`config.mk`:
```
export PLATFORM = sky130hd
export DESIGN_NAME = rgbeds_front
export DESIGN_NICKNAME = d
export VERILOG_FILES = /design/src/design/rgb_euclidean_distance_sum_macros.svh /design/src/design/rgbeds_pkg.sv /design/src/design/rgbeds_front.sv
export SDC_FILE = /design/constraint.sdc
export NUM_CORES = 2
export LEC_CHECK = 0
export ABC_AREA = 1
export BUFFER_PORTS_ARGS = -buffer_cell sky130_fd_sc_hd__buf_2
export CAP_MARGIN = 0
export CORE_MARGIN = 2
export CORE_UTILIZATION = 45
export CTS_BUF_LIST = sky130_fd_sc_hd__clkbuf_16
export DETAILED_ROUTE_END_ITERATION = 12
export PLACE_DENSITY_LB_ADDON = 0.2
export SLEW_MARGIN = 20
export SYNTH_ARGS = -nofsm -noshare
export SYNTH_HDL_FRONTEND = slang
export SYNTH_SLANG_ARGS = --single-unit
```
`constraint.sdc`:
```
create_clock -name i_clk -period 9.5 [get_ports i_clk]
set_clock_uncertainty 0.05 [all_clocks]
set_input_delay 0.475 -clock i_clk [delete_from_list [all_inputs] [get_ports i_clk]]
set_output_delay 0.475 -clock i_clk [all_outputs]
set_load 0.01 [all_outputs]
```
`src/design/rgb_euclidean_distance_sum_macros.svh`:
```
// ----------------------------------------------------------------------------
// RGB Euclidean distance sum: assertion macros
// Shared concurrent check forms, clocked on i_clk, quiet while i_rst_n is low.
// ----------------------------------------------------------------------------
`ifndef RGB_EUCLIDEAN_DISTANCE_SUM_MACROS_SVH
`define RGB_EUCLIDEAN_DISTANCE_SUM_MACROS_SVH

// same-cycle implication
`define RGBEDS_ASSERT_IMP(lbl, ante, cons, msg) \
    lbl: assert property (@(posedge i_clk) disable iff (!i_rst_n) (ante) |-> (cons)) \
        else $error(msg);

// next-cycle implication
`define RGBEDS_ASSERT_NXT(lbl, ante, cons, msg) \
    lbl: assert property (@(posedge i_clk) disable iff (!i_rst_n) (ante) |=> (cons)) \
        else $error(msg);

`endif

```
`src/design/rgbeds_pkg.sv`:
```
// ----------------------------------------------------------------------------
// RGB Euclidean distance sum: package
// Widths, limits and the pipeline control word shared by all modules.
// ----------------------------------------------------------------------------
package rgbeds_pkg;

    localparam int SAMPLE_W = 24;                 // signed Q11.12 sample
    localparam int DIFF_W   = SAMPLE_W + 1;       // exact channel difference
    localparam int MAG_W    = SAMPLE_W;           // |difference| < 2^24
    localparam int SQ_W     = 2 * MAG_W;          // square, Q.24
    localparam int RAD_W    = SQ_W + 2;           // sum of three squares
    localparam int ROOT_W   = RAD_W / 2;          // one root bit per cell
    localparam int REM_W    = ROOT_W + 2;         // remainder <= 2 * root
    localparam int TOTAL_W  = 46;

    localparam logic [TOTAL_W-1:0] TOTAL_MAX = '1;

    localparam int IN_TDATA_W  = 6 * SAMPLE_W;
    localparam int OUT_TDATA_W = ((TOTAL_W + 7) / 8) * 8;

    typedef struct packed {
        logic valid;
        logic last;
    } t_ctl;

endpackage

```
`src/design/rgbeds_front.sv`:
```
// ----------------------------------------------------------------------------
// RGB Euclidean distance sum: front end
// Channel differences, squares and their sum over three register stages.
// ----------------------------------------------------------------------------
module rgbeds_front import rgbeds_pkg::*; (
    input  logic                i_clk,
    input  logic                i_rst_n,
    input  logic                i_en,
    input  t_ctl                i_ctl,
    input  logic [IN_TDATA_W-1:0] i_samples,  // fields as the slave tdata
    output t_ctl                o_ctl,
    output logic [RAD_W-1:0]    o_sum
);

    t_ctl                     r_ctl_d;
    t_ctl                     r_ctl_q;
    t_ctl                     r_ctl_s;
    logic signed [DIFF_W-1:0] r_diff [3];
    logic [SQ_W-1:0]          r_sq   [3];
    logic [RAD_W-1:0]         r_sum;

    logic signed [DIFF_W-1:0] w_diff [3];
    logic [MAG_W-1:0]         w_mag  [3];

    always_comb begin
        for (int c = 0; c < 3; c++) begin
            w_diff[c] = DIFF_W'($signed(i_samples[c*SAMPLE_W +: SAMPLE_W]))
                      - DIFF_W'($signed(i_samples[(c+3)*SAMPLE_W +: SAMPLE_W]));
        end
    end

    always_comb begin
        logic [DIFF_W-1:0] neg;
        for (int c = 0; c < 3; c++) begin
            neg      = DIFF_W'(-r_diff[c]);
            w_mag[c] = r_diff[c][DIFF_W-1] ? neg[MAG_W-1:0]
                                           : r_diff[c][MAG_W-1:0];
        end
    end

    always_ff @(posedge i_clk) begin
        if (!i_rst_n) begin
            r_ctl_d <= '0;
            r_ctl_q <= '0;
            r_ctl_s <= '0;
        end else if (i_en) begin
            r_ctl_d <= i_ctl;
            r_ctl_q <= r_ctl_d;
            r_ctl_s <= r_ctl_q;
        end
    end

    always_ff @(posedge i_clk) begin
        if (i_en) begin
            for (int c = 0; c < 3; c++) begin
                r_diff[c] <= w_diff[c];
                r_sq[c]   <= w_mag[c] * w_mag[c];
            end
            r_sum <= RAD_W'(r_sq[0]) + RAD_W'(r_sq[1]) + RAD_W'(r_sq[2]);
        end
    end

    assign o_ctl = r_ctl_s;
    assign o_sum = r_sum;

endmodule

```
# --- Word level (Yosys, flattened, before mapping) ---
# Memory sizes are Yosys's and may differ from the RTL's.
# Index checks and enable logic that the tools add are counted.
totals:
  reg_bits: 56
  ram_bits: 219
  wordCells: 25
  n_memories: 2
classes:
  add_sub_neg: 8
  n_mul: 3
  n_mux: 5
memory_table:
  columns: ["name", "words", "width", "read_ports", "rd_ports_with_merged_regs", "wr", "line_no", "rtl"]
  rows:
  - ["r_sq", 3, 48, 3, 0, 3, "rgbeds_front.sv:19", "logic [SQ_W-1:0] r_sq [3];"]
  - ["r_diff", 3, 25, 3, 0, 3, "rgbeds_front.sv:18", "logic signed [DIFF_W-1:0] r_diff [3];"]
ops:
  columns: ["operator", "count"]
  rows:
  - ["$mul A24 B24 Y48", 3]
  - ["$sub A24 B24 Y25", 3]
  - ["$mux W24", 3]
  - ["$neg A24 Y24", 3]
  - ["$add A49 B48 Y50", 1]
  - ["$add A48 B48 Y49", 1]
  - ["$mux W1", 2]

# --- Depth between registers and ports, before layout ---
depth:
  depth_word: 3
  ltp_mapped: 42
  mapped_depth_nobuf: 40

# --- Least setup slack after synthesis ---
# OpenSTA, ideal clock, no wires.
synth_path:
  path_kind: "reg2reg"
  startpoint: "memory r_diff[0][25] in the netlist's numbering"
  endpoint: "memory r_sq[0][89] in the netlist's numbering (data pin)"
  setup_ns: 0.253
  arrival_ns: 7.121
  slack_ns: 2.076
  path_stages_with_launch: 34
  path_buffers: 2
  synth_period_minus_slack_ns: 7.424
  cell_sequence: "edfxtp_1 -> inv_2 -> clkbuf_1 -> ha_1 -> nand3_1 -> nor2_1 -> nand2_1 -> nand2_1 -> nand3_1 -> nand2_2 -> buf_2 -> nand2_1 -> fa_1 -> inv_1 -> fa_1 -> fa_1 -> inv_1 -> fa_1 -> inv_1 -> fa_1 -> fa_1 -> inv_1 -> fa_1 -> inv_1 -> ha_1 -> nand2_1 -> inv_1 -> a21oi_1 -> a21boi_0 -> nand2_1 -> nand2_1 -> nand3_1 -> nand2_1 -> nand2_1"
synth_rtl:
  columns: ["item", "line_no"]
  rows:
  - ["from (decl)", "rgbeds_front.sv:18"]
  - ["to (decl)", "rgbeds_front.sv:19"]

==> flow_summary_export.csv <==
group,metric,value,unit
sta,timing.fmax,0.1126,GHz
finish,final_cells,10835,
clocking,h-tree-depth,2,
route,first_pass_iters,8,
yosys,synthArstFlopShare,0,
setup_path,r2r_cells,32,
sta,worst_slew_pin_slew,946.4,ps
setup_path,reg2reg_from,"r_diff[0][0]",
yosys,synth_cells,8562,
setup_path,crit_end,"r_sq[0][40]",
setup_path,crit_type,"flop to flop",
route,ant_nets,0,
clocking,worstSkewPairLatency,620,ps
yosys,yosys-top-cells-count,"2404 x inv_1, 1721 x nand2_1, 1322 x fa_1",
clocking,numCtsBuffers,35,
place,place_inst,10771,
route,top_layer_used,"met5",
clocking,cts_tree,"built",
clocking,cts_resized,0,
place,dpl_cell_area,72950,um^2
setup_path,crit_slowest_cell,"fa_1",
route,vias,54791,
sta,fin_hold_ws,63.94,ps
floorplan,die_width,396.6,um
yosys,synth_ff_type,"edfxtp_1",
setup_path,slowest_delay,570,ps
route,drc,0,
yosys,ys_types,53,
yosys,ys_warn_count,0,
grt,overflow,0,
sta,hold_viol,0,
finish,syn_to_final_growth,6.824,%
setup_path,startpoint,"r_diff[0][0]",
floorplan,initial_utilization,0.4518,
sta,fin_crit_sh,0.9350,
clocking,clock_path_buffers,3,
yosys,syn_area_per_cell,8.101,um^2
yosys,syn_area,69360,um^2
hold_path,min_path_type,"input port to flop",
yosys,yosys.area.top_type,"fa_1",
flow_run,maxCapViolations,0,
finish,nNetsFinal,10862,
yosys,seq_area_frac_synth,0.1169,
yosys,synth_enable_flop_cells,266,
place,port_buffers,200,
setup_path,start_kind,"flop",
setup_path,cp-end-kind,"flop",
grt,grt_pass1_wl,317900,um
place,dp_hpwl,172800,um
yosys,yosysMostFrequentCell,"inv_1",
clocking,cts_root_buffer,"clkbuf_16",
sta,drv_slew,0,
yosys,synth_area_leaders,"fa_1 38%, inv_1 13%, edfxtp_1 12%, ha_1 11%, nand2_1 9.3%",
yosys,synth_top_area_frac,0.3816,
setup_path,critPathMaxFanout,23,
grt,grt.total_usage,0.2612,
sta,finalSetupTns,0,ps
finish,layout-drive-gt1-share,0.04812,
route,via_per_inst,5.057,
clocking,postCtsHoldBufs,0,
clocking,postCtsSetupRepairBufs,0,
route,wl_per_cell,18.57,um
grt,grt_max_degree,95,
finish,fin_area,74090,um^2
grt,antenna_found_initial,2,
setup_path,worstPathArrival,9150,ps
clocking,path_clk_slew,60,ps
place,place.gp.congestion,0.9791,
sta,slew_headroom,0.3691,
floorplan,core_area,153500,um^2
sta,fin_crit,8882,ps
sta,setup_viol,0,
yosys,synth_seq_cells,272,
setup_path,cp.required,9770,ps
floorplan,die_y,396.6,um
floorplan,rows,144,
floorplan,ioPinCount,201,
route,wl_met2,92140,um
grt,grt_pass1_vias,57449,
sta,rsz0062_at_grt,"no",
route,wirelength_met1,88970,um
route,dr_wl_met3,14780,um
floorplan,dieArea,157300,um^2
setup_path,rrSetupSlack,620,ps
setup_path,crit_top_cell,"fa_1",
route,drtIter0Drc,4065,
run_status,status,"finished, final reports clean",
setup_path,rr_endpoint,"r_sq[0][40]",
route,finalWirelength,201200,um
clocking,cts_sinks,272,
-- state kept, by name (all words and copies together) (netlist names) --
register	flops
o_ctl	2
r_diff	75
r_ctl_q	2
r_sq	141
r_ctl_d	2
o_sum	50
-- cell type report --
| cell class | count | area [um^2] |
|---|---|---|
| multi-input cells | 5744 | 51560 |
| fillers | 15198 | 79410 |
| clock buffers | 35 | 875.8 |
| well taps | 2044 | 2557 |
| inverters | 2434 | 9136 |
| diodes | 1 | 2.502 |
| flip-flops and latches | 272 | 8108 |
| repair buffers | 277 | 1589 |
| clock inverters | 28 | 264.0 |
-- placed cells by master (no fill, tap or decap), drive strengths merged, types with 74 or more instances in the layout --
master  synthesis  final
xor2          139    139
inv          2426   2436
a21oi         337    337
fa           1322   1322
nor2          780    780
ha            627    627
o21ai         208    208
buf            90    277
nand3         227    227
nand2        1747   1747
edfxtp        266    266
nand4          74     74
-- worst min path at each step --
stage | from | endpoint | cells past startpoint
6_report | i_ctl[0] | r_ctl_d[0] | 3
5_1_grt | i_ctl[1] | r_ctl_d[1] | 3
3_5_place_dp | r_ctl_d[0] | r_ctl_q[0] | 2
2_1_floorplan | r_ctl_q[1] | o_ctl[1] | 2
3_3_place_gp | r_ctl_d[0] | r_ctl_q[0] | 2
4_1_cts | i_ctl[0] | r_ctl_d[0] | 3
-- per-layer routing --
| layer | global-route usage | vias to the layer above |
|---|---|---|
| met3 | 0.03863 | 267 |
| li1 | - | 25771 |
| met1 | 0.3666 | 26879 |
| met2 | 0.4245 | 1872 |
| met4 | 0.06579 | 2 |
| met5 | 0 | - |
-- through the flow --
step           setup slack (ps)    util
6_report                  617.8  0.4827
3_3_place_gp              723.7  0.4752
4_1_cts                   655.5  0.4827
2_1_floorplan              2076       -
3_5_place_dp              695.1  0.4752
5_1_grt                   128.2  0.4827
-- worst max-delay path, delay by kind of cell, from the launching register on --
| kind | cells | cell delay, ps |
|---|---|---|
| AOI/OAI and AO/OA | 2 | 450 |
| adders and majority gates | 9 | 4150 |
| buffers and inverters | 7 | 1140 |
| DFF | 1 | 500 |
| and+or+nand+nor | 14 | 2310 |
-- cells by family after synthesis --
family / Yosys count / synth area share
buffers and inverters: 2548 / 0.1398
AND/OR/NAND/NOR: 2933 / 0.1704
AO/OA/AOI/OAI: 666 / 0.05275
other: 1 / 0.00005407
XOR/XNOR: 193 / 0.02540
adder cells (fa/ha/maj): 1949 / 0.4947
flip-flops: 272 / 0.1169
Power is left out: the tool's default activity adds up to more than one toggle a clock period on the data nets, which glitch-free logic cannot reach.
