--- config.mk ---
export PLATFORM = sky130hd
export DESIGN_NAME = rgbeds_accum
export DESIGN_NICKNAME = d
export VERILOG_FILES = /design/src/design/rgbeds_pkg.sv /design/src/design/rgbeds_accum.sv
export VERILOG_INCLUDE_DIRS = /design/src /design/src/design
export SDC_FILE = /design/constraint.sdc
export NUM_CORES = 1
export LEC_CHECK = 0
export BUFFER_PORTS_ARGS = -buffer_cell sky130_fd_sc_hd__buf_2
export CAP_MARGIN = 25
export CELL_PAD_IN_SITES_DETAIL_PLACEMENT = 0
export CELL_PAD_IN_SITES_GLOBAL_PLACEMENT = 1
export CORE_MARGIN = 10
export CORE_UTILIZATION = 40
export CTS_BUF_LIST = sky130_fd_sc_hd__clkbuf_16
export DETAILED_ROUTE_END_ITERATION = 8
export PLACE_DENSITY_LB_ADDON = 0.1
export SYNTH_ARGS = -nofsm -noshare
export SYNTH_HDL_FRONTEND = slang
export SYNTH_SLANG_ARGS = --single-unit
--- constraint.sdc ---
create_clock -name i_clk -period 5.9 [get_ports i_clk]
set_clock_uncertainty 0.1 [all_clocks]
set_input_delay 0.59 -clock i_clk [delete_from_list [all_inputs] [get_ports i_clk]]
set_output_delay 0.59 -clock i_clk [all_outputs]
set_load 0.05 [all_outputs]
--- src/design/rgb_euclidean_distance_sum_macros.svh ---
// ----------------------------------------------------------------------------
// RGB Euclidean distance sum: assertion macros
// Shared concurrent check forms, clocked on i_clk, quiet while i_rst_n is low.
// ----------------------------------------------------------------------------
`ifndef RGB_EUCLIDEAN_DISTANCE_SUM_MACROS_SVH
`define RGB_EUCLIDEAN_DISTANCE_SUM_MACROS_SVH

// same-cycle implication
`define RGBEDS_ASSERT_IMP(lbl, ante, cons, msg) \
    lbl: assert property (@(posedge i_clk) disable iff (!i_rst_n) (ante) |-> (cons)) \
        else $error(msg);

// next-cycle implication
`define RGBEDS_ASSERT_NXT(lbl, ante, cons, msg) \
    lbl: assert property (@(posedge i_clk) disable iff (!i_rst_n) (ante) |=> (cons)) \
        else $error(msg);

`endif

--- src/design/rgbeds_pkg.sv ---
// ----------------------------------------------------------------------------
// RGB Euclidean distance sum: package
// Widths, limits and the pipeline control word shared by all modules.
// ----------------------------------------------------------------------------
package rgbeds_pkg;

    localparam int SAMPLE_W = 24;                 // signed Q11.12 sample
    localparam int DIFF_W   = SAMPLE_W + 1;       // exact channel difference
    localparam int MAG_W    = SAMPLE_W;           // |difference| < 2^24
    localparam int SQ_W     = 2 * MAG_W;          // square, Q.24
    localparam int RAD_W    = SQ_W + 2;           // sum of three squares
    localparam int ROOT_W   = RAD_W / 2;          // one root bit per cell
    localparam int REM_W    = ROOT_W + 2;         // remainder <= 2 * root
    localparam int TOTAL_W  = 46;

    localparam logic [TOTAL_W-1:0] TOTAL_MAX = '1;

    localparam int IN_TDATA_W  = 6 * SAMPLE_W;
    localparam int OUT_TDATA_W = ((TOTAL_W + 7) / 8) * 8;

    typedef struct packed {
        logic valid;
        logic last;
    } t_ctl;

endpackage

--- src/design/rgbeds_accum.sv ---
// ----------------------------------------------------------------------------
// RGB Euclidean distance sum: accumulator
// Saturating running total, flag, and the result register on the last pixel.
// ----------------------------------------------------------------------------
`include "rgb_euclidean_distance_sum_macros.svh"

module rgbeds_accum import rgbeds_pkg::*; (
    input  logic               i_clk,
    input  logic               i_rst_n,
    input  t_ctl               i_ctl,
    input  logic [ROOT_W-1:0]  i_dist,
    input  logic               i_out_ready,
    output logic               o_stall,
    output logic               o_out_valid,
    output logic [TOTAL_W-1:0] o_total,
    output logic               o_sat
);

    logic [TOTAL_W-1:0] r_total;
    logic               r_ovf;
    logic               r_out_valid;
    logic [TOTAL_W-1:0] r_out_total;
    logic               r_out_sat;

    logic [TOTAL_W:0]   w_sum;
    logic [TOTAL_W-1:0] n_total;
    logic               n_ovf;
    logic               w_take;

    // a last pixel waits while the previous result is still held
    assign o_stall = i_ctl.valid && i_ctl.last && r_out_valid && !i_out_ready;
    assign w_take  = i_ctl.valid && !o_stall;

    assign w_sum   = {1'b0, r_total} + (TOTAL_W+1)'(i_dist);
    assign n_total = w_sum[TOTAL_W] ? TOTAL_MAX : w_sum[TOTAL_W-1:0];
    assign n_ovf   = r_ovf | w_sum[TOTAL_W];

    always_ff @(posedge i_clk) begin
        if (!i_rst_n) begin
            r_total     <= '0;
            r_ovf       <= 1'b0;
            r_out_valid <= 1'b0;
        end else begin
            if (w_take) begin
                if (i_ctl.last) begin
                    r_total <= '0;
                    r_ovf   <= 1'b0;
                end else begin
                    r_total <= n_total;
                    r_ovf   <= n_ovf;
                end
            end
            if (w_take && i_ctl.last) begin
                r_out_valid <= 1'b1;
            end else if (i_out_ready) begin
                r_out_valid <= 1'b0;
            end
        end
    end

    always_ff @(posedge i_clk) begin
        if (w_take && i_ctl.last) begin
            r_out_total <= n_total;
            r_out_sat   <= n_ovf;
        end
    end

    assign o_out_valid = r_out_valid;
    assign o_total     = r_out_total;
    assign o_sat       = r_out_sat;

    `RGBEDS_ASSERT_IMP(a_ovf_pins_max, r_ovf, r_total == TOTAL_MAX, "flag set but total not at maximum")
    `RGBEDS_ASSERT_NXT(a_last_clears, w_take && i_ctl.last, r_out_valid && r_total == '0 && !r_ovf, "last pixel did not emit and clear")
    `RGBEDS_ASSERT_IMP(a_stall_cause, o_stall, r_out_valid && i_ctl.valid && i_ctl.last, "stall without a held result")

endmodule

After elaboration in Yosys (flattened, before gate mapping)
Index checks and enable logic that the tools add are counted.

Output and inout bits: 49. Bits in registers: 95. Logic and storage cells: 20. Bits of input ports: 30.

Reductions and logical operators: 8. Multiplexer cells: 5. $add $sub $neg: 1. Bitwise gates (word level): 1.

Operators with widths (count): $mux W46 (2); $add A46 B25 Y47 (1); $logic_and A1 B1 Y1 (5); $mux W1 (3); $logic_not A1 Y1 (2); $reduce_bool A2 Y1 (1); $or A1 B1 Y1 (1).

Depth between registers and ports, before layout
Word-level depth: 7. Mapped depth: 11. Gate-level depth less buffers: 10.

Least setup slack after synthesis
No wires, ideal clock.

Path kind: reg-to-reg. Start point: register r_out_valid (netlist: o_out_valid). End point: register r_out_sat (netlist: o_sat), enable pin. Data arrival time: 2.672 ns. Library setup time: 0.452 ns. Stages on the path, launching flop included: 3. Slack: 2.676 ns. Clock period less this slack: 3.224 ns. Path through: dfxtp_1 nor2b_1 nor2_1.

Word-level cells in the longest chain between the ends: 5.

RTL lines: start: declaration (line rgbeds_accum.sv:21) `logic r_out_valid;`; start signal: assignment (line rgbeds_accum.sv:42) `r_out_valid <= 1'b0;`; start signal: assignment (line rgbeds_accum.sv:54) `r_out_valid <= 1'b1;`; start signal: assignment (line rgbeds_accum.sv:56) `r_out_valid <= 1'b0;`; $logic_and A1 B1 Y1 (2 in a row) (line rgbeds_accum.sv:31) `assign o_stall = i_ctl.valid && i_ctl.last && r_out_valid && !i_out_ready;`; $logic_not A1 Y1 (line rgbeds_accum.sv:32) `assign w_take = i_ctl.valid && !o_stall;`; $logic_and A1 B1 Y1 (line rgbeds_accum.sv:32); $logic_and A1 B1 Y1 (line rgbeds_accum.sv:62) `if (w_take && i_ctl.last) begin`; end signal: assignment (line rgbeds_accum.sv:64) `r_out_sat <= n_ovf;`; end: declaration (line rgbeds_accum.sv:23) `logic r_out_sat;`.

Every way passes these cells. A chain may end at the register's enable or synchronous reset.

Final worst setup path
Start point: input port i_dist[0]. End point: register r_total[36].

Word-level cells in the longest chain between the ends: 3.

RTL lines: start: declaration (line rgbeds_accum.sv:11) `input logic [ROOT_W-1:0] i_dist,`; $add A46 B25 Y47 (line rgbeds_accum.sv:34) `assign w_sum = {1'b0, r_total} + (TOTAL_W+1)'(i_dist);`; $mux W46 (line rgbeds_accum.sv:35) `assign n_total = w_sum[TOTAL_W] ? TOTAL_MAX : w_sum[TOTAL_W-1:0];`; $mux W46 (line rgbeds_accum.sv:45) `if (i_ctl.last) begin`; end signal: assignment (line rgbeds_accum.sv:49) `r_total <= n_total;`; end: declaration (line rgbeds_accum.sv:19) `logic [TOTAL_W-1:0] r_total;`.

Every way passes these cells.

==> results.yml <==
finish:
  drive_above_1_share: 0.198
  fin_util: 0.469
  final_area_um2: 6240
  num-nets-final: 686
  syn2layout_area_growth_pct: 14.2
  fillers: 1292
  num_antenna_cells: 0
critical_path:
  critPathTopFamily: "compound AO/OA/AOI/OAI gates"
  r2r_start: "r_total[0]"
  crit_slowest_cell: "nand4_2"
  cp-end-kind: "register"
  worstSetupPathType: "in -> reg"
  max_stage_delay_ns: 0.57
  cp_max_fo: 28
  worstReg2RegEnd: "r_total[36]"
  r2r_cells: 11
  start_kind: "input pin"
  path_cells: "buf_2 -> ha_1 -> fa_1 -> a211oi_1 -> o211ai_1 -> a21oi_1 -> o221ai_4 -> nand4_2 -> buf_4 -> nor2_1 -> a21oi_1 -> a21bo_2"
  crit_top_cell: "a21oi_1"
  r2r_setup_slack_ns: 2.03
  worst_ep_required_time_ns: 6.05
  critPathBufInv: 2
  crit_arrival_ns: 4.03
clock_network:
  clk_latency_ns: 0.35
  hold_buffers: 0
  root_buffer: "clkbuf_16"
  cts_setup_buffers: 0
  cts_tree: "yes"
  clockBufferDepth: 2
  cts_sinks: 95
  cts_made_buffers: 9
  h-tree-depth: 3
  post_cts_resized: 0
  clk_transition_reported_paths_ns: 0.06
pwr:
  leakage_nw: 2.54
  fin_total_pwr_mw: 1.62
  p_per_area_nw_per_um2: 260
  ir_worst_vdd_mv: 0.104
global_routing:
  grt_usage: 0.158
  antenna_found_initial: 0
  grt_max_degree: 34
  grt_pass1_wl_um: 23600
  gr-total-overflow: 0
  grt_pass1_vias: 4457
yosys:
  synth_compound_area_frac: 0.225
  synth-seq-cells: 95
  synth_top_family_by_area: "compound AO/OA/AOI/OAI gates"
  yosysTopAreaCell: "edfxtp_1"
  netlist_area_um2: 5460
  synthAdderAreaFrac: 0.0610
  yosysMostFrequentCell: "nand2_1"
  ys_top_cells_by_area: "edfxtp_1, dfxtp_1, ha_1"
  ys_warn_count: 0
  synthCells: 569
  yosys-top-cells-count: "nand2_1, dfxtp_1, edfxtp_1"
  synth.top_cell.area_share: 0.259
  synth_cell_type_count: 71
  synth_flop_cell: "dfxtp_1"
  yosysSeqAreaShare: 0.435
  postSynthAreaPerCell_um2: 9.59
  syn_nets: 625
  ys_async_sr_fraction: 0
  synth-edff-count: 47
  muxShareOfSynthArea: 0.00619
  synth_xor_area_frac: 0.0562
  synth-simple-area-share: 0.182
sta:
  fmax_ghz: 0.257
  hold_viol: 0
  setup_violations: 0
  fin_crit_ns: 3.88
  relSlewSlack: 0.436
  period_share: 0.658
  whs_ns: 0.379
  slew_violations: 0
  finalSetupTns_ns: 0
  tightest_slew_ns: 0.845
  grt_setup_unrepaired: "no"
floorplanning:
  start_util: 0.411
  die_w_um: 137
  dieArea_um2: 18700
  core_um2: 13300
  rows: 42
  pin_count: 79
  die_y_um: 137
run:
  cap_violations: 0
place:
  portBuffers: 78
  dp_hpwl_um: 10600
  gp_congestion: 0.853
  place_area_um2: 5940
routing:
  drc: 0
  num_vias: 4410
  wire_per_inst_um: 17.9
  vias_per_cell: 5.44
  drt_iter0_drc: 263
  final_antenna_net_count: 0
  wirelength_um: 14500
  firstDrtPassIters: 4
worst_hold_path:
  hold_path_depth: 1
  hold_path.class: "reg -> reg"
  hp-start: "r_total[18]"
  holdPathEnd: "r_total[18]"
status:
  status: "finished, final reports clean"
## per-layer routing
layer,GRT usage,wire length [um],vias up
met5,0,0,-
met4,0.0562,234,0
met3,0.0301,758,14
met2,0.233,6150,87
met1,0.224,7370,2072
li1,-,-,2237
## layout make-up
class	count	area (um2)	area share
well taps	176	220	0.0353
repair buffers	82	420	0.0674
clock buffers	11	275	0.0441
flip-flops and latches	95	2370	0.380
inverters	7	26.3	0.00421
clock inverters	5	21.3	0.00341
multi-input cells	435	2900	0.465
## per-stage QoR
stage,setup WS [ns],std cells
5_1_grt,1.71,811
2_1_floorplan,2.68,569
3_5_place_dp,1.64,795
3_3_place_gp,1.68,795
4_1_cts,1.99,811
6_report,2.02,811
## worst max-delay path by stage
stage / start / endpoint / slack [ns] / cells after the start
2_1_floorplan: o_out_valid / o_sat / 2.68 / 2
3_3_place_gp: i_dist[0] / r_total[36] / 1.68 / 12
3_5_place_dp: i_dist[0] / r_total[36] / 1.64 / 12
4_1_cts: i_dist[0] / r_total[36] / 1.99 / 12
5_1_grt: r_total[0] / r_total[36] / 1.71 / 11
6_report: i_dist[0] / r_total[36] / 2.02 / 12
## state kept, by name, indices dropped and copies added, names as in the netlist
| name | cells |
|---|---|
| o_out_valid | 1 |
| o_sat | 1 |
| r_total | 46 |
| r_ovf | 1 |
| o_total | 46 |
## logic make-up (layout without fill, tap and decap cells)
logic type | count (synthesis) | count (layout)
xor+xnor | 35 | 35
mux | 3 | 3
buf+inv | 39 | 105
compound gates | 171 | 171
flops | 95 | 95
fa+ha+maj | 26 | 26
simple gates | 200 | 200
## report_power, final
part | total (mW) | internal [mW] | leakage [nW] | switching [mW]
sequential | 0.741 | 0.730 | 0.820 | 0.0111
combinational | 0.303 | 0.0952 | 1.56 | 0.207
clock | 0.580 | 0.331 | 0.156 | 0.249
total | 1.62 | 1.16 | 2.54 | 0.467
## cells in the final DEF (no fill, tap or decap), types with 9 or more instances in the layout
| cell | Yosys | final |
|---|---|---|
| buf_2 | 11 | 78 |
| and3_1 | 10 | 10 |
| a21oi_1 | 37 | 37 |
| ha_1 | 25 | 25 |
| nor3_1 | 9 | 9 |
| nand4_1 | 14 | 14 |
| o21ai_0 | 36 | 36 |
| nand3_1 | 11 | 11 |
| clkbuf_16 | 0 | 11 |
| dfxtp_1 | 48 | 48 |
| inv_1 | 7 | 9 |
| a22o_1 | 26 | 26 |
| xnor2_1 | 21 | 21 |
| nor2_1 | 31 | 30 |
| edfxtp_1 | 47 | 47 |
| xor2_1 | 14 | 14 |
| nand2_1 | 83 | 83 |
## worst reg2reg max path: cells and delay by family, from the launching register on
kind	cells	cell delay, ns
buffers and inverters	1	0.51
and+or+nand+nor	2	1.12
AOI/OAI and AO/OA	6	1.22
adders and majority gates	2	0.50
DFF	1	0.35
No activity file was read; power rests on OpenSTA's default activity.
