`src/design/rgb_euclidean_distance_sum_macros.svh`:
```
// ----------------------------------------------------------------------------
// RGB Euclidean distance sum: assertion macros
// Shared concurrent check forms, clocked on i_clk, quiet while i_rst_n is low.
// ----------------------------------------------------------------------------
`ifndef RGB_EUCLIDEAN_DISTANCE_SUM_MACROS_SVH
`define RGB_EUCLIDEAN_DISTANCE_SUM_MACROS_SVH

// same-cycle implication
`define RGBEDS_ASSERT_IMP(lbl, ante, cons, msg) \
    lbl: assert property (@(posedge i_clk) disable iff (!i_rst_n) (ante) |-> (cons)) \
        else $error(msg);

// next-cycle implication
`define RGBEDS_ASSERT_NXT(lbl, ante, cons, msg) \
    lbl: assert property (@(posedge i_clk) disable iff (!i_rst_n) (ante) |=> (cons)) \
        else $error(msg);

`endif

```
`src/design/rgbeds_pkg.sv`:
```
// ----------------------------------------------------------------------------
// RGB Euclidean distance sum: package
// Widths, limits and the pipeline control word shared by all modules.
// ----------------------------------------------------------------------------
package rgbeds_pkg;

    localparam int SAMPLE_W = 24;                 // signed Q11.12 sample
    localparam int DIFF_W   = SAMPLE_W + 1;       // exact channel difference
    localparam int MAG_W    = SAMPLE_W;           // |difference| < 2^24
    localparam int SQ_W     = 2 * MAG_W;          // square, Q.24
    localparam int RAD_W    = SQ_W + 2;           // sum of three squares
    localparam int ROOT_W   = RAD_W / 2;          // one root bit per cell
    localparam int REM_W    = ROOT_W + 2;         // remainder <= 2 * root
    localparam int TOTAL_W  = 46;

    localparam logic [TOTAL_W-1:0] TOTAL_MAX = '1;

    localparam int IN_TDATA_W  = 6 * SAMPLE_W;
    localparam int OUT_TDATA_W = ((TOTAL_W + 7) / 8) * 8;

    typedef struct packed {
        logic valid;
        logic last;
    } t_ctl;

endpackage

```
`src/design/rgbeds_sqrt_cell.sv`:
```
// ----------------------------------------------------------------------------
// RGB Euclidean distance sum: square root cell
// One restoring root step: pulls two radicand bits, settles one root bit.
// ----------------------------------------------------------------------------
`include "rgb_euclidean_distance_sum_macros.svh"

module rgbeds_sqrt_cell import rgbeds_pkg::*; (
    input  logic              i_clk,
    input  logic              i_rst_n,
    input  logic              i_en,
    input  t_ctl              i_ctl,
    input  logic [RAD_W-1:0]  i_rad,
    input  logic [ROOT_W-1:0] i_root,
    input  logic [REM_W-1:0]  i_rem,
    output t_ctl              o_ctl,
    output logic [RAD_W-1:0]  o_rad,
    output logic [ROOT_W-1:0] o_root,
    output logic [REM_W-1:0]  o_rem
);

    t_ctl              r_ctl;
    logic [RAD_W-1:0]  r_rad;
    logic [ROOT_W-1:0] r_root;
    logic [REM_W-1:0]  r_rem;

    logic [REM_W+1:0]  w_pulled;
    logic [REM_W+1:0]  w_trial;
    logic [REM_W+1:0]  w_diff;
    logic              w_fits;

    assign w_pulled = {i_rem, i_rad[RAD_W-1 -: 2]};
    assign w_trial  = {{(REM_W-ROOT_W){1'b0}}, i_root, 2'b01};
    assign w_fits   = (w_pulled >= w_trial);
    assign w_diff   = w_pulled - w_trial;

    always_ff @(posedge i_clk) begin
        if (!i_rst_n) begin
            r_ctl <= '0;
        end else if (i_en) begin
            r_ctl <= i_ctl;
        end
    end

    always_ff @(posedge i_clk) begin
        if (i_en) begin
            r_rad  <= {i_rad[RAD_W-3:0], 2'b00};
            r_root <= {i_root[ROOT_W-2:0], w_fits};
            r_rem  <= w_fits ? w_diff[REM_W-1:0] : w_pulled[REM_W-1:0];
        end
    end

    assign o_ctl  = r_ctl;
    assign o_rad  = r_rad;
    assign o_root = r_root;
    assign o_rem  = r_rem;

    // partial remainder never exceeds twice the partial root
    `RGBEDS_ASSERT_IMP(a_rem_bound, r_ctl.valid, r_rem <= {1'b0, r_root, 1'b0}, "sqrt remainder out of range")

endmodule

```
`config.mk`:
```
export PLATFORM = sky130hd
export DESIGN_NAME = rgbeds_sqrt_cell
export DESIGN_NICKNAME = d
export VERILOG_FILES = /design/src/design/rgbeds_pkg.sv /design/src/design/rgbeds_sqrt_cell.sv
export VERILOG_INCLUDE_DIRS = /design/src /design/src/design
export SDC_FILE = /design/constraint.sdc
export NUM_CORES = 1
export LEC_CHECK = 0
export BUFFER_PORTS_ARGS = -buffer_cell sky130_fd_sc_hd__buf_2
export CORE_MARGIN = 2
export CORE_UTILIZATION = 48
export CTS_CLUSTER_SIZE = 8
export DETAILED_ROUTE_END_ITERATION = 6
export PLACE_DENSITY = 0.82
export SKIP_LAST_GASP = 1
export SLEW_MARGIN = 20
export SYNTH_ARGS = -nofsm -noshare
export SYNTH_HDL_FRONTEND = slang
export SYNTH_SLANG_ARGS = --single-unit
```
`constraint.sdc`:
```
create_clock -name i_clk -period 3.6 [get_ports i_clk]
set_input_delay 0.18 -clock i_clk [delete_from_list [all_inputs] [get_ports i_clk]]
set_output_delay 0.18 -clock i_clk [all_outputs]
set_load 0.01 [all_outputs]
```
---- After elaboration in Yosys (flattened, before gate mapping) ----
Index checks and enable logic that the tools add are counted.
storage, ports and cells
  register bits after elaboration ......... 102
  input bits .............................. 107
  logic and storage cells ................. 8
cells by class
  multiplexer cells ....................... 1
  magnitude comparators ................... 1
  add/sub/neg operators ................... 1
operators by type and width
  kind                                                            number
  29-bit by 27-bit greater-or-equal comparator with 1-bit output  1
  27-bit two-way mux                                              1
  27-bit subtractor                                               1

---- Longest topological paths before layout ----
Gate-level depths: netlist (run 1).
  depth after elaboration ................. 2
  depth in mapped cells ................... 13

---- Worst setup path before layout (run 1) ----
Ideal clock, no wire load.
  path type ............................... input port to flip-flop
  from .................................... in i_root[14]
  to ...................................... reg r_rem[10] (netlist: o_rem[10]), data pin
  arrival ................................. 2.666 ns
  path slack .............................. 0.674 ns
  path buffers ............................ 2
  data required time ...................... 3.340 ns
  cell stages on the path ................. 12
  cell sequence ........................... inv_1 ha_1 and3_4 and2_4 a221oi_2 o31ai_1 a41oi_2 o221ai_1 a2111o_1 buf_6 buf_6 mux2_4
on the way
  cells in the longest elaborated chain, start to end .. 2
ends and longest elaborated chain
  item                                                            RTL line                source
  start: declaration                                              rgbeds_sqrt_cell.sv:13  input logic [ROOT_W-1:0] i_root,
  29-bit by 27-bit greater-or-equal comparator with 1-bit output  rgbeds_sqrt_cell.sv:33  assign w_fits = (w_pulled >= w_trial);
  27-bit two-way mux                                              rgbeds_sqrt_cell.sv:48  r_rem <= w_fits ? w_diff[REM_W-1:0] : w_pulled[REM_W-1:0];
  end signal: assignment                                          rgbeds_sqrt_cell.sv:48
  end: declaration                                                rgbeds_sqrt_cell.sv:24  logic [REM_W-1:0] r_rem;
No other way between the ends.
A chain may end at the register's enable or synchronous reset.

---- Final worst setup path (run 1) ----
  from .................................... in i_root[4]
  to ...................................... reg r_rem[9] (netlist: o_rem[9]), data pin
on the way
  cells in the longest elaborated chain, start to end .. 2
  elaborated cells between the ends (all ways) .. 3
  classes of those cells .................. add/sub (1); order compare (1); mux (1)
ends and longest elaborated chain
  item                                                                                                 RTL line
  27-bit subtractor or 29-bit by 27-bit greater-or-equal comparator with 1-bit output (tied branches)  rgbeds_sqrt_cell.sv:34, rgbeds_sqrt_cell.sv:33
  27-bit two-way mux (*)                                                                               rgbeds_sqrt_cell.sv:48
Mark *: on every way between the ends. The rest lies on a longest branch, timed or not.

==> results of run 1 <==
kinds of logic after synthesis:
kind of cell	after synthesis	share of synthesized area (%)
buffers and inverters	54	4.68
xor gates and xnor gates	25	4.36
AOI/OAI and AO/OA	76	10.3
and+or+nand+nor	57	5.98
adders and majority gates	27	6.73
other	1	0.0747
muxes	28	7.28
DFF	102	60.6
timing repair:
| action | 4_1_cts | 5_1_grt |
|---|---|---|
| resized for setup | 0 | 2 |
| hold buffers | 69 | 0 |
| endpoints found under the hold margin | 69 | 0 |
| endpoints found under the setup margin | 0 | 24 |
critical path: stages:
cell           delay [ns]
dlygate4sd3_1        0.53
buf_2                0.11
inv_1                0.04
ha_1                 0.36
a21oi_1              0.29
o21ai_1              0.09
a21oi_1              0.35
o31ai_2              0.17
a41oi_2              0.27
o221ai_1             0.16
a2111o_1             0.44
buf_6                0.22
mux2_1               0.34
per-layer routing:
metal,up-vias,wire [um],track usage (%)
met5,-,0,0
met4,0,343,8.08
met3,24,955,6.01
met2,165,7050,43.1
met1,1936,5290,27.4
li1,1922,-,-
power groups by stage:
stage	Sequential, W	Clock (W)	Combinational, W
after floorplan	0.00157	0	0.000320
after global routing	0.00149	0.000744	0.000783
after detailed placement	0.00151	0	0.000653
final	0.00148	0.000690	0.000722
after global placement	0.00150	0	0.000636
after CTS	0.00148	0.000698	0.000716
final cells by class:
class                   count  area, sq um
well taps                 136          170
inverters                  41          154
multi-input cells         215         1750
clock inverters             6         56.3
fillers                   718         3170
repair buffers            280         1760
clock buffers              10          128
flip-flops and latches    102         3040
cell usage after synthesis (6+ instances only):
master	n	area, sq um
edfxtp_1	100	3000
inv_1	41	154
ha_1	27	338
a21oi_1	24	120
xnor2_1	17	149
mux2_4	15	225
nand2_1	14	52.6
nor2_1	14	52.6
nand4_1	9	56.3
mux2_1	8	90.1
xor2_1	8	70.1
a21o_1	7	52.6
clkbuf_1	6	22.5
o21ai_0	6	30.0
sequential cells by signal, indices dropped and copies added, names as in the netlist:
signal and count:
o_ctl 2, o_rad 48, o_rem 27, o_root 25
final timing paths:
kind | startpoint | endpoint | slack, ns
setup / recovery | i_root[4] | o_rem[9] | 0.15
hold / removal | i_root[11] | o_root[12] | 0.02
setup reg to reg | o_ctl[0] | o_ctl[0] | 2.99
hold reg to reg | o_ctl[1] | o_ctl[1] | 0.54
through the flow:
| step | power [W] | cells | cell area (sq um) |
|---|---|---|---|
| finish | 0.00289 | 790 | 7060 |
| global route | 0.00302 | 790 | 7060 |
| CTS | 0.00289 | 790 | 7050 |
| detailed placement | 0.00216 | 705 | 6180 |
| global placement | 0.00214 | 705 | 6180 |
| floorplan | 0.00189 | 371 | 5020 |
==> summary.md, run 1 <==
| Metric | Value |
|---|---|
| Core ar. | `0.0102 sq mm` |
| Drt pass-1 iters | `5` |
| Status | `completed` |
| Top-level I/O count | `211` |
| Remaining DRCs | `0` |
| Starting Density | `49.1%` |
| Core Util, Final | `69.0%` |
| Post-DP HPWL | `9470 um` |
| WHS Path Cells | `1` |
| Clk slew on worst S/H paths | `0.11 ns` |
| Num CTS Buffers | `9` |
| Net Switching | `0.000826 W` |
| Worst Hold Class | `in2reg` |
| Sequential power share | `51.3%` |
| RePlAce Congestion | `0.855` |
| Setup ws final | `0.147 ns` |
| Total Wirelength | `13600 um` |
| Root Buffer | `clkbuf_8` |
| Rel. slew slack | `41.4%` |
| First-pass GRT wire length | `20600 um` |
| Post-route clock period utilization | `95.9%` |
| Switching share of power | `28.5%` |
| Max VDD drop | `0.194 mV` |
| Nets | `783` |
| Number of flops mapped to enable cells by yosys | `100` |
| CTS tree | `yes` |
| Cells on worst reg2reg path | `2` |
| Pin count of the biggest net entering global routing | `72` |
| Most frequent cells in the layout | `buf_2 (207), edfxtp_1 (100), dlygate4sd3_1 (69)` |
| DRT iter0 DRCs | `299` |
| Fmax achieved | `0.290 GHz` |
| Clock share of power | `23.8%` |
| Total number of vias | `4047` |
| Setup Skew | `0 ns` |
| Die Width | `106 um` |
| Number of global-route vias before repair | `4048` |
| Port Buf Inserts | `208` |
| Max Slew Vio Count | `0` |
| Min Tclk post-route | `3.45 ns` |
| Number of setup buffers added after CTS | `0` |
| # Max-Cap Violations | `0` |
| Share of post-route cells with drive strength above 1 | `38.2%` |
| Routed WL per cell | `17.3 um` |
| Combinational fraction of design power | `24.9%` |
| Post-synth ARST share | `0%` |
| WP data required | `3.73 ns` |
| Die height | `106 um` |
| Crit end category | `flip-flop` |
| Synth-to-layout area growth | `40.7%` |
| RSZ-0062 raised after global routing | `false` |
| Internal | `0.00207 W` |
| Register area share after synthesis | `60.6%` |
| Most common cell after layout, fill and taps aside | `buf_2` |
| Pre-CTS setup slack | `0.201 ns` |
| Leakage | `3.21 nW` |
| Final setup viols | `0` |
| Clock Sinks | `102` |
| Ys Warns | `0` |
| Mapped Area | `0.00502 sq mm` |
| Startpoint types | `input port` |
| Critical Path AT | `3.58 ns` |
| CTS Buffer Depth | `2` |
| Post-Syn Area per Cell | `13.6 sq um` |
| Antenna Cells | `0` |
| Synth Instances | `370` |
| Synth Flop Type | `edfxtp_1` |
| P per Cell Area | `410 mW/mm^2` |
| Vias per Instance | `5.12` |
| Antenna-violating nets left | `0` |
| Final Hold Viols | `0` |
| GRT Overall Usage | `23.8%` |
| Critical path class | `in2reg` |
| #FFs+latches synth | `102` |
| Initial antenna violation count | `0` |
| Hold Worst Slack | `0.0183 ns` |
| Die ar. | `0.0113 sq mm` |
| Setup tns final | `0 ns` |
| FP Rows | `37` |
| H-Tree Depth | `3` |
| Clk Latency, worst-skew pair | `0.36 ns` |
| Gr ovfl total | `0` |
| Worst Path Max Fanout | `28` |
| Worst Tran Pin Value | `0.879 ns` |
| Count of different cell masters after synthesis | `53` |
(Power assumes the default switching activity.)
==> run 2, diff against run 1 <==
PLACE_DENSITY = 0.77   (was 0.82)
==> run 2 against run 1 <==
Against the previous run: sequential power hardly changed; sequential share of layout area fell by 0.33 points; global-route usage decreased by 1.0 points; first-iteration DRC count is 20% lower; critical path depth stayed put; clock power grew 7.4%; via count up 0.37%; non-clock buffer count rose by 4; worst hold slack better by 0.079 ns; utilization up 0.54 points; die area unchanged; total power grew 1.6%; critical endpoint is now o_rem[7]; largest cell class unchanged.
==> summary.md, run 2 (synthesis results as in run 1) <==
| Metric | Value |
|---|---|
| Final setup viols | `0 (unchanged)` |
| DRT iter0 DRCs | `240 (was 299)` |
| Top-level I/O count | `211 (unchanged)` |
| Placed cell areas | `0.00619 sq mm (was 0.00618 sq mm)` |
| Starting Density | `49.1% (unchanged)` |
| CTS tree | `yes (unchanged)` |
| Antenna Cells | `0 (unchanged)` |
| Setup tns final | `0 ns (unchanged)` |
| Clock Sinks | `102 (unchanged)` |
| Most frequent cells in the layout | `buf_2 (207), edfxtp_1 (100), dlygate4sd3_1 (72) (was buf_2 (207), edfxtp_1 (100), dlygate4sd3_1 (69))` |
| Antenna-violating nets left | `0 (unchanged)` |
| Worst Hold Class | `in2reg (unchanged)` |
| Startpoint types | `input port (unchanged)` |
| Drt pass-1 iters | `4 (was 5)` |
| Setup Skew | `0 ns (unchanged)` |
| Root Buffer | `clkbuf_8 (unchanged)` |
| Die height | `106 um (unchanged)` |
| Worst Tran Pin Value | `0.898 ns (was 0.879 ns)` |
| Share of post-route cells with drive strength above 1 | `38.3% (was 38.2%)` |
| First-pass GRT wire length | `20000 um (was 20600 um)` |
| Overall power | `0.00294 W (was 0.00289 W)` |
| Max Slew Vio Count | `0 (unchanged)` |
| Most used routing layer | `met2 (unchanged)` |
| Cell area after layout | `0.00712 sq mm (was 0.00706 sq mm)` |
| Routed WL per cell | `16.5 um (was 17.3 um)` |
| Clk Latency, worst-skew pair | `0.37 ns (was 0.36 ns)` |
| Critical path, cell by cell | `dlygate4sd3_1, buf_2, inv_1, ha_1, a21oi_2, o21ai_1, a221oi_2, o31ai_2, a41oi_2, o221ai_1, a2111o_1, buf_6, mux2_1 (was dlygate4sd3_1, buf_2, inv_1, ha_1, a21oi_1, o21ai_1, a21oi_1, o31ai_2, a41oi_2, o221ai_1, a2111o_1, buf_6, mux2_1)` |
| Remaining DRCs | `0 (unchanged)` |
| Slowest stage delay, CP | `0.57 ns (was 0.53 ns)` |
| Fmax achieved | `0.294 GHz (was 0.290 GHz)` |
| Crit end category | `flip-flop (unchanged)` |
| RePlAce Congestion | `0.861 (was 0.855)` |
| # Max-Cap Violations | `0 (unchanged)` |
| Rel. slew slack | `40.1% (was 41.4%)` |
| Clk slew on worst S/H paths | `0.10 ns (was 0.11 ns)` |
| H-Tree Depth | `3 (unchanged)` |
| Max reg flops | `48 (unchanged)` |
| Port Buf Inserts | `208 (unchanged)` |
| Pin count of the biggest net entering global routing | `71 (was 72)` |
| RSZ-0062 raised after global routing | `false (unchanged)` |
| Die ar. | `0.0113 sq mm (unchanged)` |
| Max VDD drop | `0.202 mV (was 0.194 mV)` |
| Met3 usage | `5.52% (was 6.01%)` |
| Critical path class | `in2reg (unchanged)` |
| Status | `completed (unchanged)` |
| Critical Path AT | `3.53 ns (was 3.58 ns)` |
| Leakage | `3.23 nW (was 3.21 nW)` |
| P per Cell Area | `413 mW/mm^2 (was 410 mW/mm^2)` |
| Global routing usage on met1 | `26.5% (was 27.4%)` |
| WP data required | `3.73 ns (about the same)` |
| Initial antenna violation count | `0 (unchanged)` |
| Number of global-route vias before repair | `4004 (was 4048)` |
| Num CTS Buffers | `9 (unchanged)` |
| Die Width | `106 um (unchanged)` |
| GRT Overall Usage | `22.8% (was 23.8%)` |
| Vias per Instance | `5.12 (about the same)` |
| Post-DP HPWL | `8940 um (was 9470 um)` |
| Nets | `787 (was 783)` |
| Core ar. | `0.0102 sq mm (unchanged)` |
| Gr ovfl total | `0 (unchanged)` |
| Worst Path Max Fanout | `18 (was 28)` |
| Synth-to-layout area growth | `41.8% (was 40.7%)` |
| Final Hold Viols | `0 (unchanged)` |
| CTS Buffer Depth | `2 (unchanged)` |
| Post-route clock period utilization | `94.4% (was 95.9%)` |
| FP Rows | `37 (unchanged)` |
| Total Wirelength | `13100 um (was 13600 um)` |
| Most common cell after layout, fill and taps aside | `buf_2 (unchanged)` |
| Slowest-stage cell, CP | `dlygate4sd3_1 (unchanged)` |
| Total number of vias | `4062 (was 4047)` |
| Global Route met2 Usage | `40.8% (was 43.1%)` |
| Min Tclk post-route | `3.40 ns (was 3.45 ns)` |
==> run 2: changes by cell type in the layout (fill, tap and decap cells not counted) <==
cell and change:
inv_6 +1, dlygate4sd3_1 +3, clkinv_4 -3, bufinv_16 +1, inv_8 -1, clkinvlp_4 +1, a21oi_1 -1, a21oi_2 +1
clkinv_2 +1, buf_4 +1
==> run 2: report_power, final <==
part | leakage, nW | switching (W) | internal (W)
logic | 2.14 | 0.000364 | 0.000357
clock network | 0.0948 | 0.000413 | 0.000328
registers | 0.995 | 0.0000311 | 0.00145
total | 3.23 | 0.000809 | 0.00213
==> run 2: final timing paths <==
path              end        from  slack, ns  cells after the start
max          o_rem[7]  i_root[10]       0.20                     13
min          o_ctl[1]     i_rst_n        0.1                      2
max reg2reg  o_ctl[1]    o_ctl[1]       2.89                      2
min reg2reg  o_ctl[0]    o_ctl[0]       0.59                      2
==> run 2: layout make-up <==
class / instances / area, sq um
clock buffer: 10 / 128
clock inverter: 6 / 70.1
fill: 750 / 3110
inverter: 41 / 154
multi-input combinational: 215 / 1760
sequential: 102 / 3040
tap: 136 / 170
timing repair buffer: 284 / 1800
==> run 2: per-stage QoR <==
stage               util, %  hold WS (ns)  cells  worst slack, ns
floorplan                 -         0.279    371            0.674
global placement       60.5         0.357    706            0.384
detailed placement     60.5         0.358    706            0.270
CTS                    69.5        0.0646    794            0.144
global route           69.6        0.0862    794           0.0356
finish                 69.6        0.0975    794            0.201
==> run 2: critical path: cells and delay by family <==
family          cells  cell delay, ns
fa+ha+maj           1            0.41
buf+inv             4            0.93
compound gates      7            1.68
mux                 1            0.33
==> run 2: timing repair <==
item	4_1_cts	5_1_grt
resized for setup	0	3
setup endpoints to repair	0	14
hold endpoints to repair	72	0
hold buffers	72	0
setup buffers	0	0
==> run 2: layer usage <==
metal,vias up,part of all wire [%]
met2,191,51
li1,1930,-
met5,-,0
met3,24,8.2
met1,1917,39
met4,0,2.1
